**config.mk**
```make
export PLATFORM = sky130hd
export DESIGN_NAME = round_robin_idle_worker_dispatcher_unit_flat
export DESIGN_NICKNAME = d
export VERILOG_FILES = /design/src/rtl/rriwd_pkg.sv /design/src/rtl/rriwd_if.sv /design/src/rtl/round_robin_idle_worker_dispatcher_unit.sv /design/src/rtl/rriwd_pick.sv /design/src/rtl/rriwd_queue.sv /design/src/flat_wrapper.sv
export VERILOG_INCLUDE_DIRS = /design/src /design/src/rtl
export SDC_FILE = /design/constraint.sdc
export NUM_CORES = 2
export LEC_CHECK = 0
export BUFFER_PORTS_ARGS = -buffer_cell sky130_fd_sc_hd__buf_4
export CORE_MARGIN = 5
export CORE_UTILIZATION = 50
export DETAILED_ROUTE_END_ITERATION = 10
export PLACE_DENSITY_LB_ADDON = 0.1
export SYNTH_ARGS = -nofsm -noshare
export SYNTH_HDL_FRONTEND = slang
export SYNTH_SLANG_ARGS = --single-unit
```
**constraint.sdc**
```tcl
create_clock -name clk -period 10.22 [get_ports clk]
set_input_delay 0.511 -clock clk [delete_from_list [all_inputs] [get_ports clk]]
set_output_delay 0.511 -clock clk [all_outputs]
set_load 0.01 [all_outputs]
```
**src/rtl/round_robin_idle_worker_dispatcher_unit_assert.svh**
```systemverilog
// Assertion macros shared by the dispatcher RTL.
// Each macro expects signals named clk and arst_n in the enclosing module.
`ifndef ROUND_ROBIN_IDLE_WORKER_DISPATCHER_UNIT_ASSERT_SVH
`define ROUND_ROBIN_IDLE_WORKER_DISPATCHER_UNIT_ASSERT_SVH

// The consequent must hold in the same cycle as the antecedent.
`define RRIWD_ASSERT_NOW(lbl, ante, cons, msg) \
	lbl: assert property (@(posedge clk) disable iff (!arst_n) (ante) |-> (cons)) \
		else $error(msg);

// The consequent must hold in the cycle after the antecedent.
`define RRIWD_ASSERT_NEXT(lbl, ante, cons, msg) \
	lbl: assert property (@(posedge clk) disable iff (!arst_n) (ante) |=> (cons)) \
		else $error(msg);

`endif

```
**src/rtl/rriwd_pkg.sv**
```systemverilog
// Package of the round-robin idle-worker dispatcher: field widths, codes,
// state encoding and the queue control struct. Depends on nothing.
`default_nettype none

package rriwd_pkg;

	// Field widths of the item and result channels.
	localparam int CMD_W   = 2;
	localparam int ID_W    = 32;
	localparam int TOK_W   = 16;
	localparam int WIDX_W  = 4;
	localparam int KIND_W  = 3;
	localparam int LEVEL_W = 7;
	localparam int WC_W    = 5;
	localparam int ENTRY_W = ID_W + TOK_W;

	// Defaults for the top-level parameters.
	localparam int MAX_WORKERS_DEF = 16;
	localparam int QUEUE_DEPTH_DEF = 64;

	// Worker count after reset.
	localparam logic [WC_W-1:0] WC_RESET = 5'd16;

	typedef enum logic [CMD_W-1:0] {
		CMD_REQUEST = 2'd0,
		CMD_DONE    = 2'd1,
		CMD_END     = 2'd2,
		CMD_TICK    = 2'd3
	} cmd_e_t;

	typedef enum logic [KIND_W-1:0] {
		KIND_NONE     = 3'd0,
		KIND_DISPATCH = 3'd1,
		KIND_STOP     = 3'd2,
		KIND_DROPPED  = 3'd3,
		KIND_BAD_DONE = 3'd4
	} kind_e_t;

	typedef enum logic [1:0] {
		S_IDLE = 2'd0,
		S_READ = 2'd1,
		S_MOD  = 2'd2
	} state_e_t;

	typedef struct packed {
		logic push;
		logic pop;
	} queue_ctrl_t;

endpackage

`default_nettype wire

```
**src/rtl/rriwd_if.sv**
```systemverilog
// Handshake channels of the dispatcher: command items, result items and
// the worker-count write channel. Depends on rriwd_pkg for field widths.
`default_nettype none

interface rriwd_cmd_if;
	logic                          valid;
	logic                          ready;
	logic [rriwd_pkg::CMD_W-1:0]   command;
	logic [rriwd_pkg::ID_W-1:0]    request_id;
	logic [rriwd_pkg::TOK_W-1:0]   token_count;
	logic [rriwd_pkg::WIDX_W-1:0]  done_worker;

	modport source(output valid, command, request_id, token_count, done_worker,
		input ready);
	modport sink(input valid, command, request_id, token_count, done_worker,
		output ready);
endinterface

interface rriwd_res_if;
	logic                           valid;
	logic                           ready;
	logic [rriwd_pkg::KIND_W-1:0]   kind;
	logic [rriwd_pkg::WIDX_W-1:0]   target_worker;
	logic [rriwd_pkg::ID_W-1:0]     sent_id;
	logic [rriwd_pkg::TOK_W-1:0]    sent_tokens;
	logic [rriwd_pkg::LEVEL_W-1:0]  queue_level;

	modport source(output valid, kind, target_worker, sent_id, sent_tokens,
		queue_level, input ready);
	modport sink(input valid, kind, target_worker, sent_id, sent_tokens,
		queue_level, output ready);
endinterface

interface rriwd_cfg_if;
	logic                        valid;
	logic                        ready;
	logic [rriwd_pkg::WC_W-1:0]  worker_total;

	modport source(output valid, worker_total, input ready);
	modport sink(input valid, worker_total, output ready);
endinterface

`default_nettype wire

```
**src/rtl/round_robin_idle_worker_dispatcher_unit.sv**
```systemverilog
// Round-robin idle-worker dispatcher, top level.
// Channel cmd takes items: a new request, a worker-finished event, the end
// of input, or an idle tick. Every accepted item gives exactly one result
// item on channel res: dispatch (with target worker, request id and token
// count), stop all, queue-full drop, bad done, or nothing; each result also
// carries the number of requests still waiting. Channel cfg writes the
// number of workers in use (0 acts as 1, values above MAX_WORKERS as
// MAX_WORKERS); it is written only while no item is in flight.
// A result item is loaded into the result register once its item has passed
// the read stage, which reads the head slot of the request memory; the block
// takes no new item until the last one has left the read stage. After a
// worker-count write the block takes no item until the rotating start
// position has been reduced below the new count, one subtraction a cycle.
// Reset clears all workers to idle, empties the queue, sets the worker
// count to 16 and clears the end and stop marks. After stop-all every item
// gives a nothing result with the queue level.
// A stalled receiver holds the result register; one further item may be
// accepted meanwhile, and the block then waits until the register drains.
// Depends on rriwd_pkg, rriwd_if, rriwd_pick and rriwd_queue.
`default_nettype none

`include "round_robin_idle_worker_dispatcher_unit_assert.svh"

module round_robin_idle_worker_dispatcher_unit #(
	parameter int MAX_WORKERS = rriwd_pkg::MAX_WORKERS_DEF,
	parameter int QUEUE_DEPTH = rriwd_pkg::QUEUE_DEPTH_DEF
) (
	input  wire logic   clk,
	input  wire logic   arst_n,
	rriwd_cmd_if.sink   cmd,
	rriwd_res_if.source res,
	rriwd_cfg_if.sink   cfg
);

	localparam int WW = $clog2(MAX_WORKERS);
	localparam int NW = $clog2(MAX_WORKERS + 1);
	localparam int CW = $clog2(QUEUE_DEPTH + 1);
	localparam int XW = (WW > rriwd_pkg::WIDX_W) ? WW : rriwd_pkg::WIDX_W;

	rriwd_pkg::state_e_t state_q, state_d;

	logic [rriwd_pkg::WC_W-1:0] wc_q;
	logic [NW-1:0]              n_eff;
	logic [WW-1:0]              ptr_q;
	logic [WW-1:0]              start_q;
	logic [MAX_WORKERS-1:0]     busy_q;
	logic                       ended_q;
	logic                       stopped_q;

	logic cmd_acc;
	logic cfg_acc;
	logic load_out;
	logic start_big;

	// Step decision for the item on the command channel.
	logic [MAX_WORKERS-1:0]      busy_done;
	logic [MAX_WORKERS-1:0]      busy_nxt;
	logic [XW-1:0]               widx;
	logic                        st_push;
	logic                        st_try;
	logic                        st_ended;
	logic                        st_stop;
	logic                        st_disp;
	rriwd_pkg::kind_e_t          st_kind;
	logic                        pick_found;
	logic [WW-1:0]               pick_idx;
	logic [NW:0]                 idx_inc;
	logic [WW-1:0]               ptr_nxt;
	logic [CW-1:0]               q_count;
	logic [CW-1:0]               count_after;
	logic                        q_full;
	rriwd_pkg::queue_ctrl_t      q_ctrl;
	logic [rriwd_pkg::ENTRY_W-1:0] q_rdata;

	// Item in the read stage.
	rriwd_pkg::kind_e_t             kind_s1;
	logic [WW-1:0]                  tgt_s1;
	logic                           fwd_s1;
	logic [rriwd_pkg::ENTRY_W-1:0]  fwd_data_s1;
	logic [rriwd_pkg::LEVEL_W-1:0]  level_s1;
	logic [rriwd_pkg::ENTRY_W-1:0]  entry_s1;

	// Result register.
	logic                           out_valid_q;
	logic [rriwd_pkg::KIND_W-1:0]   out_kind_q;
	logic [rriwd_pkg::WIDX_W-1:0]   out_tgt_q;
	logic [rriwd_pkg::ID_W-1:0]     out_id_q;
	logic [rriwd_pkg::TOK_W-1:0]    out_tok_q;
	logic [rriwd_pkg::LEVEL_W-1:0]  out_level_q;

	// Effective worker count.
	always_comb begin
		if (wc_q == '0) begin
			n_eff = NW'(1);
		end else if (int'(wc_q) > MAX_WORKERS) begin
			n_eff = NW'(MAX_WORKERS);
		end else begin
			n_eff = NW'(wc_q);
		end
	end

	assign start_big = ({1'b0, start_q} >= (WW + 1)'(n_eff));

	// Next state.
	always_comb begin
		state_d = state_q;
		case (state_q)
			rriwd_pkg::S_IDLE: begin
				if (cfg_acc) begin
					state_d = rriwd_pkg::S_MOD;
				end else if (cmd_acc) begin
					state_d = rriwd_pkg::S_READ;
				end
			end
			rriwd_pkg::S_READ: begin
				if (load_out) begin
					state_d = rriwd_pkg::S_IDLE;
				end
			end
			rriwd_pkg::S_MOD: begin
				if (!cfg_acc && !start_big) begin
					state_d = rriwd_pkg::S_IDLE;
				end
			end
			default: begin
				state_d = rriwd_pkg::S_IDLE;
			end
		endcase
	end

	// Handshake outputs of the state machine.
	always_comb begin
		cmd.ready = (state_q == rriwd_pkg::S_IDLE) && !cfg.valid;
		cfg.ready = (state_q != rriwd_pkg::S_READ);
		load_out  = (state_q == rriwd_pkg::S_READ) && (!out_valid_q || res.ready);
	end

	assign cmd_acc = cmd.valid && cmd.ready;
	assign cfg_acc = cfg.valid && cfg.ready;

	rriwd_pick #(
		.MAX_WORKERS(MAX_WORKERS)
	) u_pick (
		.busy    (busy_done),
		.count_n (n_eff),
		.start   (start_q),
		.found   (pick_found),
		.idx     (pick_idx)
	);

	assign q_full = (q_count == CW'(QUEUE_DEPTH));

	// Decode of one item: queue push, done handling, dispatch and stop.
	always_comb begin
		busy_done = busy_q;
		st_push   = 1'b0;
		st_try    = 1'b0;
		st_ended  = ended_q;
		st_kind   = rriwd_pkg::KIND_NONE;
		widx      = XW'(cmd.done_worker);
		if (!stopped_q) begin
			case (cmd.command)
				rriwd_pkg::CMD_REQUEST: begin
					st_try = 1'b1;
					if (q_full) begin
						st_push = pick_found;
						if (!pick_found) begin
							st_kind = rriwd_pkg::KIND_DROPPED;
						end
					end else begin
						st_push = 1'b1;
					end
				end
				rriwd_pkg::CMD_DONE: begin
					if (int'(cmd.done_worker) >= MAX_WORKERS || !busy_q[widx[WW-1:0]]) begin
						st_kind = rriwd_pkg::KIND_BAD_DONE;
					end else begin
						busy_done[widx[WW-1:0]] = 1'b0;
						st_try = 1'b1;
					end
				end
				rriwd_pkg::CMD_END: begin
					st_ended = 1'b1;
					st_try   = 1'b1;
				end
				default: begin
					st_try = 1'b1;
				end
			endcase
		end
		st_disp = st_try && pick_found && ((q_count != '0) || st_push);
		st_stop = st_try && !st_disp && st_ended && (q_count == '0) && !st_push
			&& (busy_done == '0);
		if (st_disp) begin
			st_kind = rriwd_pkg::KIND_DISPATCH;
		end else if (st_stop) begin
			st_kind = rriwd_pkg::KIND_STOP;
		end
	end

	// Busy set for the dispatched worker, pointer one past it.
	always_comb begin
		busy_nxt = busy_done;
		if (st_disp) begin
			busy_nxt[pick_idx] = 1'b1;
		end
		idx_inc = (NW + 1)'(pick_idx) + (NW + 1)'(1);
		ptr_nxt = (idx_inc == (NW + 1)'(n_eff)) ? '0 : WW'(idx_inc);
	end

	always_comb begin
		count_after = q_count + CW'(st_push) - CW'(st_disp);
		q_ctrl.push = cmd_acc && st_push;
		q_ctrl.pop  = cmd_acc && st_disp;
	end

	rriwd_queue #(
		.QUEUE_DEPTH(QUEUE_DEPTH)
	) u_queue (
		.clk    (clk),
		.arst_n (arst_n),
		.ctrl   (q_ctrl),
		.wdata  ({cmd.request_id, cmd.token_count}),
		.rdata  (q_rdata),
		.count  (q_count)
	);

	// Control state: workers, pointer, marks, worker count.
	always_ff @(posedge clk or negedge arst_n) begin
		if (!arst_n) begin
			state_q   <= rriwd_pkg::S_IDLE;
			wc_q      <= rriwd_pkg::WC_RESET;
			ptr_q     <= '0;
			start_q   <= '0;
			busy_q    <= '0;
			ended_q   <= 1'b0;
			stopped_q <= 1'b0;
		end else begin
			state_q <= state_d;
			if (cfg_acc) begin
				wc_q    <= cfg.worker_total;
				start_q <= ptr_q;
			end else if (state_q == rriwd_pkg::S_MOD && start_big) begin
				start_q <= WW'((NW + 1)'(start_q) - (NW + 1)'(n_eff));
			end
			if (cmd_acc) begin
				busy_q    <= busy_nxt;
				ended_q   <= st_ended;
				stopped_q <= stopped_q || st_stop;
				if (st_disp) begin
					ptr_q   <= ptr_nxt;
					start_q <= ptr_nxt;
				end
			end
		end
	end

	// Read stage: what the result needs besides the memory data.
	always_ff @(posedge clk or negedge arst_n) begin
		if (!arst_n) begin
			kind_s1 <= rriwd_pkg::KIND_NONE;
		end else if (cmd_acc) begin
			kind_s1 <= st_kind;
		end
	end

	always_ff @(posedge clk) begin
		if (cmd_acc) begin
			tgt_s1      <= pick_idx;
			fwd_s1      <= st_disp && st_push && (q_count == '0);
			fwd_data_s1 <= {cmd.request_id, cmd.token_count};
			level_s1    <= rriwd_pkg::LEVEL_W'(count_after);
		end
	end

	// A request pushed into an empty queue leaves in the same item.
	assign entry_s1 = fwd_s1 ? fwd_data_s1 : q_rdata;

	// Result register.
	always_ff @(posedge clk or negedge arst_n) begin
		if (!arst_n) begin
			out_valid_q <= 1'b0;
		end else if (load_out) begin
			out_valid_q <= 1'b1;
		end else if (res.ready) begin
			out_valid_q <= 1'b0;
		end
	end

	always_ff @(posedge clk) begin
		if (load_out) begin
			out_kind_q  <= kind_s1;
			out_level_q <= level_s1;
			if (kind_s1 == rriwd_pkg::KIND_DISPATCH) begin
				out_tgt_q <= rriwd_pkg::WIDX_W'(tgt_s1);
				out_id_q  <= entry_s1[rriwd_pkg::ENTRY_W-1:rriwd_pkg::TOK_W];
				out_tok_q <= entry_s1[rriwd_pkg::TOK_W-1:0];
			end else begin
				out_tgt_q <= '0;
				out_id_q  <= '0;
				out_tok_q <= '0;
			end
		end
	end

	assign res.valid         = out_valid_q;
	assign res.kind          = out_kind_q;
	assign res.target_worker = out_tgt_q;
	assign res.sent_id       = out_id_q;
	assign res.sent_tokens   = out_tok_q;
	assign res.queue_level   = out_level_q;

	`RRIWD_ASSERT_NEXT(a_stop_holds, stopped_q, stopped_q, "stop mark cleared without reset")
	`RRIWD_ASSERT_NOW(a_target_busy,
		state_q == rriwd_pkg::S_READ && kind_s1 == rriwd_pkg::KIND_DISPATCH,
		busy_q[tgt_s1], "dispatched worker is not marked busy")
	`RRIWD_ASSERT_NEXT(a_item_read, cmd_acc, state_q == rriwd_pkg::S_READ,
		"accepted item did not enter the read stage")

endmodule

`default_nettype wire

```
**src/rtl/rriwd_pick.sv**
```systemverilog
// Rotating idle-worker search: first idle worker at or after the start
// position among active workers, else the lowest; depends on nothing.
`default_nettype none

module rriwd_pick #(
	parameter int MAX_WORKERS = 16
) (
	input  wire logic [MAX_WORKERS-1:0]             busy,
	input  wire logic [$clog2(MAX_WORKERS+1)-1:0]   count_n,
	input  wire logic [$clog2(MAX_WORKERS)-1:0]     start,
	output      logic                               found,
	output      logic [$clog2(MAX_WORKERS)-1:0]     idx
);

	localparam int WW = $clog2(MAX_WORKERS);

	logic [MAX_WORKERS-1:0] idle;
	logic [MAX_WORKERS-1:0] idle_hi;
	logic [WW-1:0]          idx_hi;
	logic [WW-1:0]          idx_any;

	// Idle among the active workers, and the part at or after the start.
	always_comb begin
		for (int i = 0; i < MAX_WORKERS; i++) begin
			idle[i]    = !busy[i] && (i < int'(count_n));
			idle_hi[i] = idle[i] && (i >= int'(start));
		end
	end

	// Lowest set bit of each mask; the upper part wins when it has one.
	always_comb begin
		idx_hi  = '0;
		idx_any = '0;
		for (int i = MAX_WORKERS - 1; i >= 0; i--) begin
			if (idle_hi[i]) begin
				idx_hi = WW'(i);
			end
			if (idle[i]) begin
				idx_any = WW'(i);
			end
		end
	end

	assign found = |idle;
	assign idx   = (|idle_hi) ? idx_hi : idx_any;

endmodule

`default_nettype wire

```
**src/rtl/rriwd_queue.sv**
```systemverilog
// Request queue of the dispatcher: a synchronous memory with head and tail
// pointers and a fill count. Depends on rriwd_pkg and the assertion header.
`default_nettype none

`include "round_robin_idle_worker_dispatcher_unit_assert.svh"

module rriwd_queue #(
	parameter int QUEUE_DEPTH = rriwd_pkg::QUEUE_DEPTH_DEF
) (
	input  wire logic                                clk,
	input  wire logic                                arst_n,
	input  wire rriwd_pkg::queue_ctrl_t              ctrl,
	input  wire logic [rriwd_pkg::ENTRY_W-1:0]       wdata,
	output      logic [rriwd_pkg::ENTRY_W-1:0]       rdata,
	output      logic [$clog2(QUEUE_DEPTH+1)-1:0]    count
);

	localparam int QW = $clog2(QUEUE_DEPTH);
	localparam int CW = $clog2(QUEUE_DEPTH + 1);

	logic [rriwd_pkg::ENTRY_W-1:0] mem [QUEUE_DEPTH];
	logic [rriwd_pkg::ENTRY_W-1:0] rdata_q;
	logic [QW-1:0]                 head_q;
	logic [QW-1:0]                 tail_q;
	logic [CW-1:0]                 count_q;

	// Memory write port at the tail.
	always_ff @(posedge clk) begin
		if (ctrl.push) begin
			mem[tail_q] <= wdata;
		end
	end

	// Memory read port at the head; the old entry is read on a same-slot write.
	always_ff @(posedge clk) begin
		if (ctrl.pop) begin
			rdata_q <= mem[head_q];
		end
	end

	// Pointers wrap at the depth, which need not be a power of two.
	always_ff @(posedge clk or negedge arst_n) begin
		if (!arst_n) begin
			head_q  <= '0;
			tail_q  <= '0;
			count_q <= '0;
		end else begin
			if (ctrl.push) begin
				tail_q <= (tail_q == QW'(QUEUE_DEPTH - 1)) ? '0 : tail_q + QW'(1);
			end
			if (ctrl.pop) begin
				head_q <= (head_q == QW'(QUEUE_DEPTH - 1)) ? '0 : head_q + QW'(1);
			end
			if (ctrl.push && !ctrl.pop) begin
				count_q <= count_q + CW'(1);
			end else if (ctrl.pop && !ctrl.push) begin
				count_q <= count_q - CW'(1);
			end
		end
	end

	assign rdata = rdata_q;
	assign count = count_q;

	// A pop together with a push into an empty queue is the pass-through case.
	`RRIWD_ASSERT_NOW(a_pop_nonempty, ctrl.pop && !ctrl.push, count_q != '0,
		"pop from an empty queue")
	`RRIWD_ASSERT_NOW(a_push_room, ctrl.push && !ctrl.pop, count_q != CW'(QUEUE_DEPTH),
		"push into a full queue")
	`RRIWD_ASSERT_NEXT(a_push_count, ctrl.push && !ctrl.pop,
		count_q == $past(count_q) + CW'(1), "fill count missed a push")

endmodule

`default_nettype wire

```
**src/flat_wrapper.sv**
```systemverilog
// flat-port wrapper written by rule: the top's interface ports become plain ports
module round_robin_idle_worker_dispatcher_unit_flat 
#(
	parameter int MAX_WORKERS = rriwd_pkg::MAX_WORKERS_DEF,
	parameter int QUEUE_DEPTH = rriwd_pkg::QUEUE_DEPTH_DEF
)
  (clk, arst_n, cmd_valid, cmd_command, cmd_request_id, cmd_token_count, cmd_done_worker, cmd_ready, res_valid, res_kind, res_target_worker, res_sent_id, res_sent_tokens, res_queue_level, res_ready, cfg_valid, cfg_worker_total, cfg_ready);
  rriwd_cmd_if cmd_i ();
  rriwd_res_if res_i ();
  rriwd_cfg_if cfg_i ();
  input  wire logic clk;
  input  wire logic arst_n;
  input wire logic [$bits(cmd_i.valid)-1:0] cmd_valid;
  input wire logic [$bits(cmd_i.command)-1:0] cmd_command;
  input wire logic [$bits(cmd_i.request_id)-1:0] cmd_request_id;
  input wire logic [$bits(cmd_i.token_count)-1:0] cmd_token_count;
  input wire logic [$bits(cmd_i.done_worker)-1:0] cmd_done_worker;
  output wire logic [$bits(cmd_i.ready)-1:0] cmd_ready;
  output wire logic [$bits(res_i.valid)-1:0] res_valid;
  output wire logic [$bits(res_i.kind)-1:0] res_kind;
  output wire logic [$bits(res_i.target_worker)-1:0] res_target_worker;
  output wire logic [$bits(res_i.sent_id)-1:0] res_sent_id;
  output wire logic [$bits(res_i.sent_tokens)-1:0] res_sent_tokens;
  output wire logic [$bits(res_i.queue_level)-1:0] res_queue_level;
  input wire logic [$bits(res_i.ready)-1:0] res_ready;
  input wire logic [$bits(cfg_i.valid)-1:0] cfg_valid;
  input wire logic [$bits(cfg_i.worker_total)-1:0] cfg_worker_total;
  output wire logic [$bits(cfg_i.ready)-1:0] cfg_ready;
  assign cmd_i.valid = cmd_valid;
  assign cmd_i.command = cmd_command;
  assign cmd_i.request_id = cmd_request_id;
  assign cmd_i.token_count = cmd_token_count;
  assign cmd_i.done_worker = cmd_done_worker;
  assign cmd_ready = cmd_i.ready;
  assign res_valid = res_i.valid;
  assign res_kind = res_i.kind;
  assign res_target_worker = res_i.target_worker;
  assign res_sent_id = res_i.sent_id;
  assign res_sent_tokens = res_i.sent_tokens;
  assign res_queue_level = res_i.queue_level;
  assign res_i.ready = res_ready;
  assign cfg_i.valid = cfg_valid;
  assign cfg_i.worker_total = cfg_worker_total;
  assign cfg_ready = cfg_i.ready;
  round_robin_idle_worker_dispatcher_unit #(.MAX_WORKERS(MAX_WORKERS), .QUEUE_DEPTH(QUEUE_DEPTH)) u_core (.clk(clk), .arst_n(arst_n), .cmd(cmd_i), .res(res_i), .cfg(cfg_i));
endmodule
```
==> impl_metrics.json <==
{
  "outcome": "completed",
  "synth_top_area_share_pct": 76.48,
  "htreeDepth": 5,
  "avgSynthCellArea_um2": 23.93,
  "drtIter0Drc": 7547,
  "crit_path_end_kind": "flop",
  "rr_worst_depth": 12,
  "antenna_left": 0,
  "final_hold_viol_count": 0,
  "place_area_mm2": 0.1331,
  "reg2reg_slack_ns": 3.79,
  "syn_inst": 5320,
  "cts.sinks": 3298,
  "drt_wl_total_mm": 341.6,
  "period_share_pct": 62.89,
  "drv_slew": 0,
  "grt_pass1_wl_mm": 476.9,
  "area_growth_pct": 13.11,
  "cp_data_arrival_time_ns": 6.91,
  "rsz0062_at_grt": "no",
  "combPwrFrac_pct": 2.5,
  "hp-start": "cmd_command[0]",
  "synthArstFlopShare_pct": 1.698,
  "cts_buffers": 344,
  "max_slew.worst_pin.slew_ns": 1.206,
  "clock_latency_ns": 0.88,
  "finalCriticalPeriod_ns": 6.427,
  "dpl.hpwl_mm": 196.2,
  "ios": 129,
  "die_area_mm2": 0.2648,
  "synth_seq_area_share_pct": 77.59,
  "pwr-share-seq_pct": 53.9,
  "ys.flop_type": "edfxtp_1",
  "vias": 59753,
  "swShare_pct": 20.41,
  "track_usage_pct": 25.84,
  "final_nets": 5754,
  "cts_tree": "done",
  "hold_path.class": "in -> reg",
  "synth-seq-cells": 3298,
  "num_rows": 185,
  "power.share.clock_pct": 43.6,
  "start_kind": "flop",
  "synthTopCellsByCount": "edfxtp_1, mux4_2, clkbuf_1",
  "drt-pass1-iter-count": 6,
  "finalSetupTns_ns": 0,
  "reg2reg_to": "u_core.u_queue.mem[32][10]",
  "power.switching_uw": 5655,
  "reg2reg_from": "u_core.stopped_q",
  "grt_max_degree": 118,
  "p_leak_uw": 0.04334,
  "yosysWarnings": 0,
  "yosys-top-cells-area": "edfxtp_1, mux4_2, dfrtp_1",
  "max_freq_mhz": 155.6,
  "required_ns": 10.71,
  "post-route-cell-area_mm2": 0.1440,
  "grt_pass1_vias": 59589,
  "fp.dieH_um": 514.6,
  "gp_congestion": 0.8630,
  "cellInternalPower_uw": 22060,
  "path_clk_slew_ns": 0.05,
  "synth_top_area_cell": "edfxtp_1",
  "synth_cell_type_count": 98,
  "clock-root-buffer": "clkbuf_16",
  "holdPathEnd": "u_core.ended_q",
  "cts_resized": 0,
  "drcViolationCount": 0,
  "synth_area_mm2": 0.1273,
  "core_mm2": 0.2537,
  "cts_max_path_buffers": 4,
  "syn-num-nets": 5413,
  "dp_slack_ns": 3.613,
  "layout-drive-gt1-share_pct": 31.35,
  "skew_ns": 0.05745,
  "routed_via_density": 6.426,
  "setup_violations": 0,
  "antenna_found_initial": 39,
  "cts_setup_buffers": 0,
  "synth-edff-count": 3242,
  "grt_overflow_total": 0,
  "yosysMostFrequentCell": "edfxtp_1",
  "vdd_ir_drop_max_v": 0.0001550,
  "worstPathMaxFanout": 31,
  "nFillCells": 18514,
  "min_path_cells": 3,
  "seq_area_mm2": 0.09878,
  "crit_type": "reg -> reg",
  "start_util_pct": 50.17,
  "port_buffers": 128,
  "max_cap_violations": 0,
  "multi_input_area_mm2": 0.02782,
  "pwr_density_cell_mw_per_mm2": 192.5,
  "avgRoutedWirePerCell_um": 36.74,
  "dieWidth_um": 514.6,
  "setup_ws_ns": 3.793,
  "slew_headroom_pct": 19.39
}
-- kinds of logic (layout without fill, tap and decap cells) --
logic type,Yosys count,in the layout,synth area share (%)
DFF,3298,3298,77.59
muxes,1078,1078,18.41
and+or+nand+nor,362,362,1.363
buffers and inverters,311,915,0.9447
AOI/OAI and AO/OA,218,218,1.222
adders and majority gates,30,30,0.3106
xor gates and xnor gates,23,23,0.1583
other,0,9,0
-- worst max-delay path: stages, from the launching register on --
cell and delay [ns]:
dfrtp_1 0.60, nor3b_2 0.51, nand2_1 0.09, o31ai_1 0.64, nand2_1 0.26, nand3_1 0.20, nor4_1 0.11, nor2b_1 0.19
inv_1 0.11, nor3_1 0.68, nand2_1 0.96, nor2_4 0.98, buf_4 0.60
-- how the worst max path moves through the flow --
stage                        from                    endpoint
4_1_cts          u_core.stopped_q  u_core.u_queue.mem[24][20]
2_1_floorplan  cmd_done_worker[3]   u_core.u_queue.mem[31][0]
3_5_place_dp   cmd_done_worker[0]  u_core.u_queue.mem[24][19]
3_3_place_gp   cmd_done_worker[0]  u_core.u_queue.mem[32][46]
5_1_grt          u_core.stopped_q  u_core.u_queue.mem[24][13]
6_report         u_core.stopped_q  u_core.u_queue.mem[32][10]
-- flip-flops by register name, summed over array words and instances, names as in the netlist --
signal and count:
u_core.start_q 4, u_core.res.queue_level 7, u_core.u_queue.mem 3072, u_core.u_queue.head_q 6, u_core.wc_q 5, u_core.stopped_q 1
u_core.res.target_worker 4, u_core.ptr_q 4, u_core.fwd_data_s1 48, u_core.res.sent_id 32, u_core.u_queue.rdata 48, u_core.res.valid 1
u_core.tgt_s1 4, u_core.busy_q 16, u_core.res.sent_tokens 16, u_core.res.kind 3, u_core.fwd_s1 1, u_core.kind_s1 3
u_core.u_queue.count 7, u_core.level_s1 7, u_core.ended_q 1, u_core.state_q 2, u_core.u_queue.tail_q 6
-- what timing repair did --
| action | CTS | global route |
|---|---|---|
| hold endpoints to repair | 77 | 0 |
| hold buffers | 10 | 0 |
| endpoints found under the setup margin | 0 | 0 |
-- metrics by stage --
| stage | utilization [%] | hold WS [ns] | power (uW) | cells |
|---|---|---|---|---|
| 3_5_place_dp | 52.46 | 0.4093 | 15910 | 8671 |
| 3_3_place_gp | 52.46 | 0.4065 | 15900 | 8671 |
| 2_1_floorplan | - | 0.2154 | 15500 | 5320 |
| 6_report | 56.75 | 0.08245 | 27710 | 9299 |
| 5_1_grt | 56.74 | 0.06066 | 28550 | 9291 |
| 4_1_cts | 56.74 | 0.002071 | 27930 | 9290 |
-- final cells by class --
cell class,instances,area share [%]
inverter,37,0.09821
clock buffer,434,6.295
multi-input combinational,1711,19.33
antenna,9,0.01564
tap,3366,2.925
sequential,3298,68.61
clock inverter,175,1.177
timing repair buffer,269,1.550
-- power by group through the flow --
stage | clock [uW] | combinational, uW | sequential [uW]
after global placement | 0 | 681 | 15200
after floorplan | 0 | 294 | 15200
final | 12100 | 687 | 14900
after CTS | 12300 | 695 | 14900
after detailed placement | 0 | 691 | 15200
after global routing | 12900 | 742 | 14900
-- layer usage --
layer  up-vias  track usage, %  routed length (um)
li1      23619               -                   -
met1     33058           38.47              141000
met2      2642           41.43              166900
met3       430           3.834               26130
met4         4           5.559                7599
met5         -               0                  27
-- placed cells by master, fill, tap and decap left out, drive strengths merged, types with 6 or more instances in the layout --
cell type and instances:
dfrtp 55, o22ai 8, a31oi 11, ha 26
nand3b 10, bufinv 28, mux2i 53, o211ai 12
a211oi 7, nand2b 7, o31ai 13, a21oi 36
or3 8, nand2 74, or2 11, mux4 1008
a21o 8, nand4 6, xnor2 16, diode 9
nor2 161, buf 259, edfxtp 3242, dlygate4sd3 10
mux2 17, clkinv 132, xor2 7, nand3 22
clkbuf 434, inv 47, o21ai 70, nor3 23
nor4 7
No activity file was read; power rests on OpenSTA's default activity.
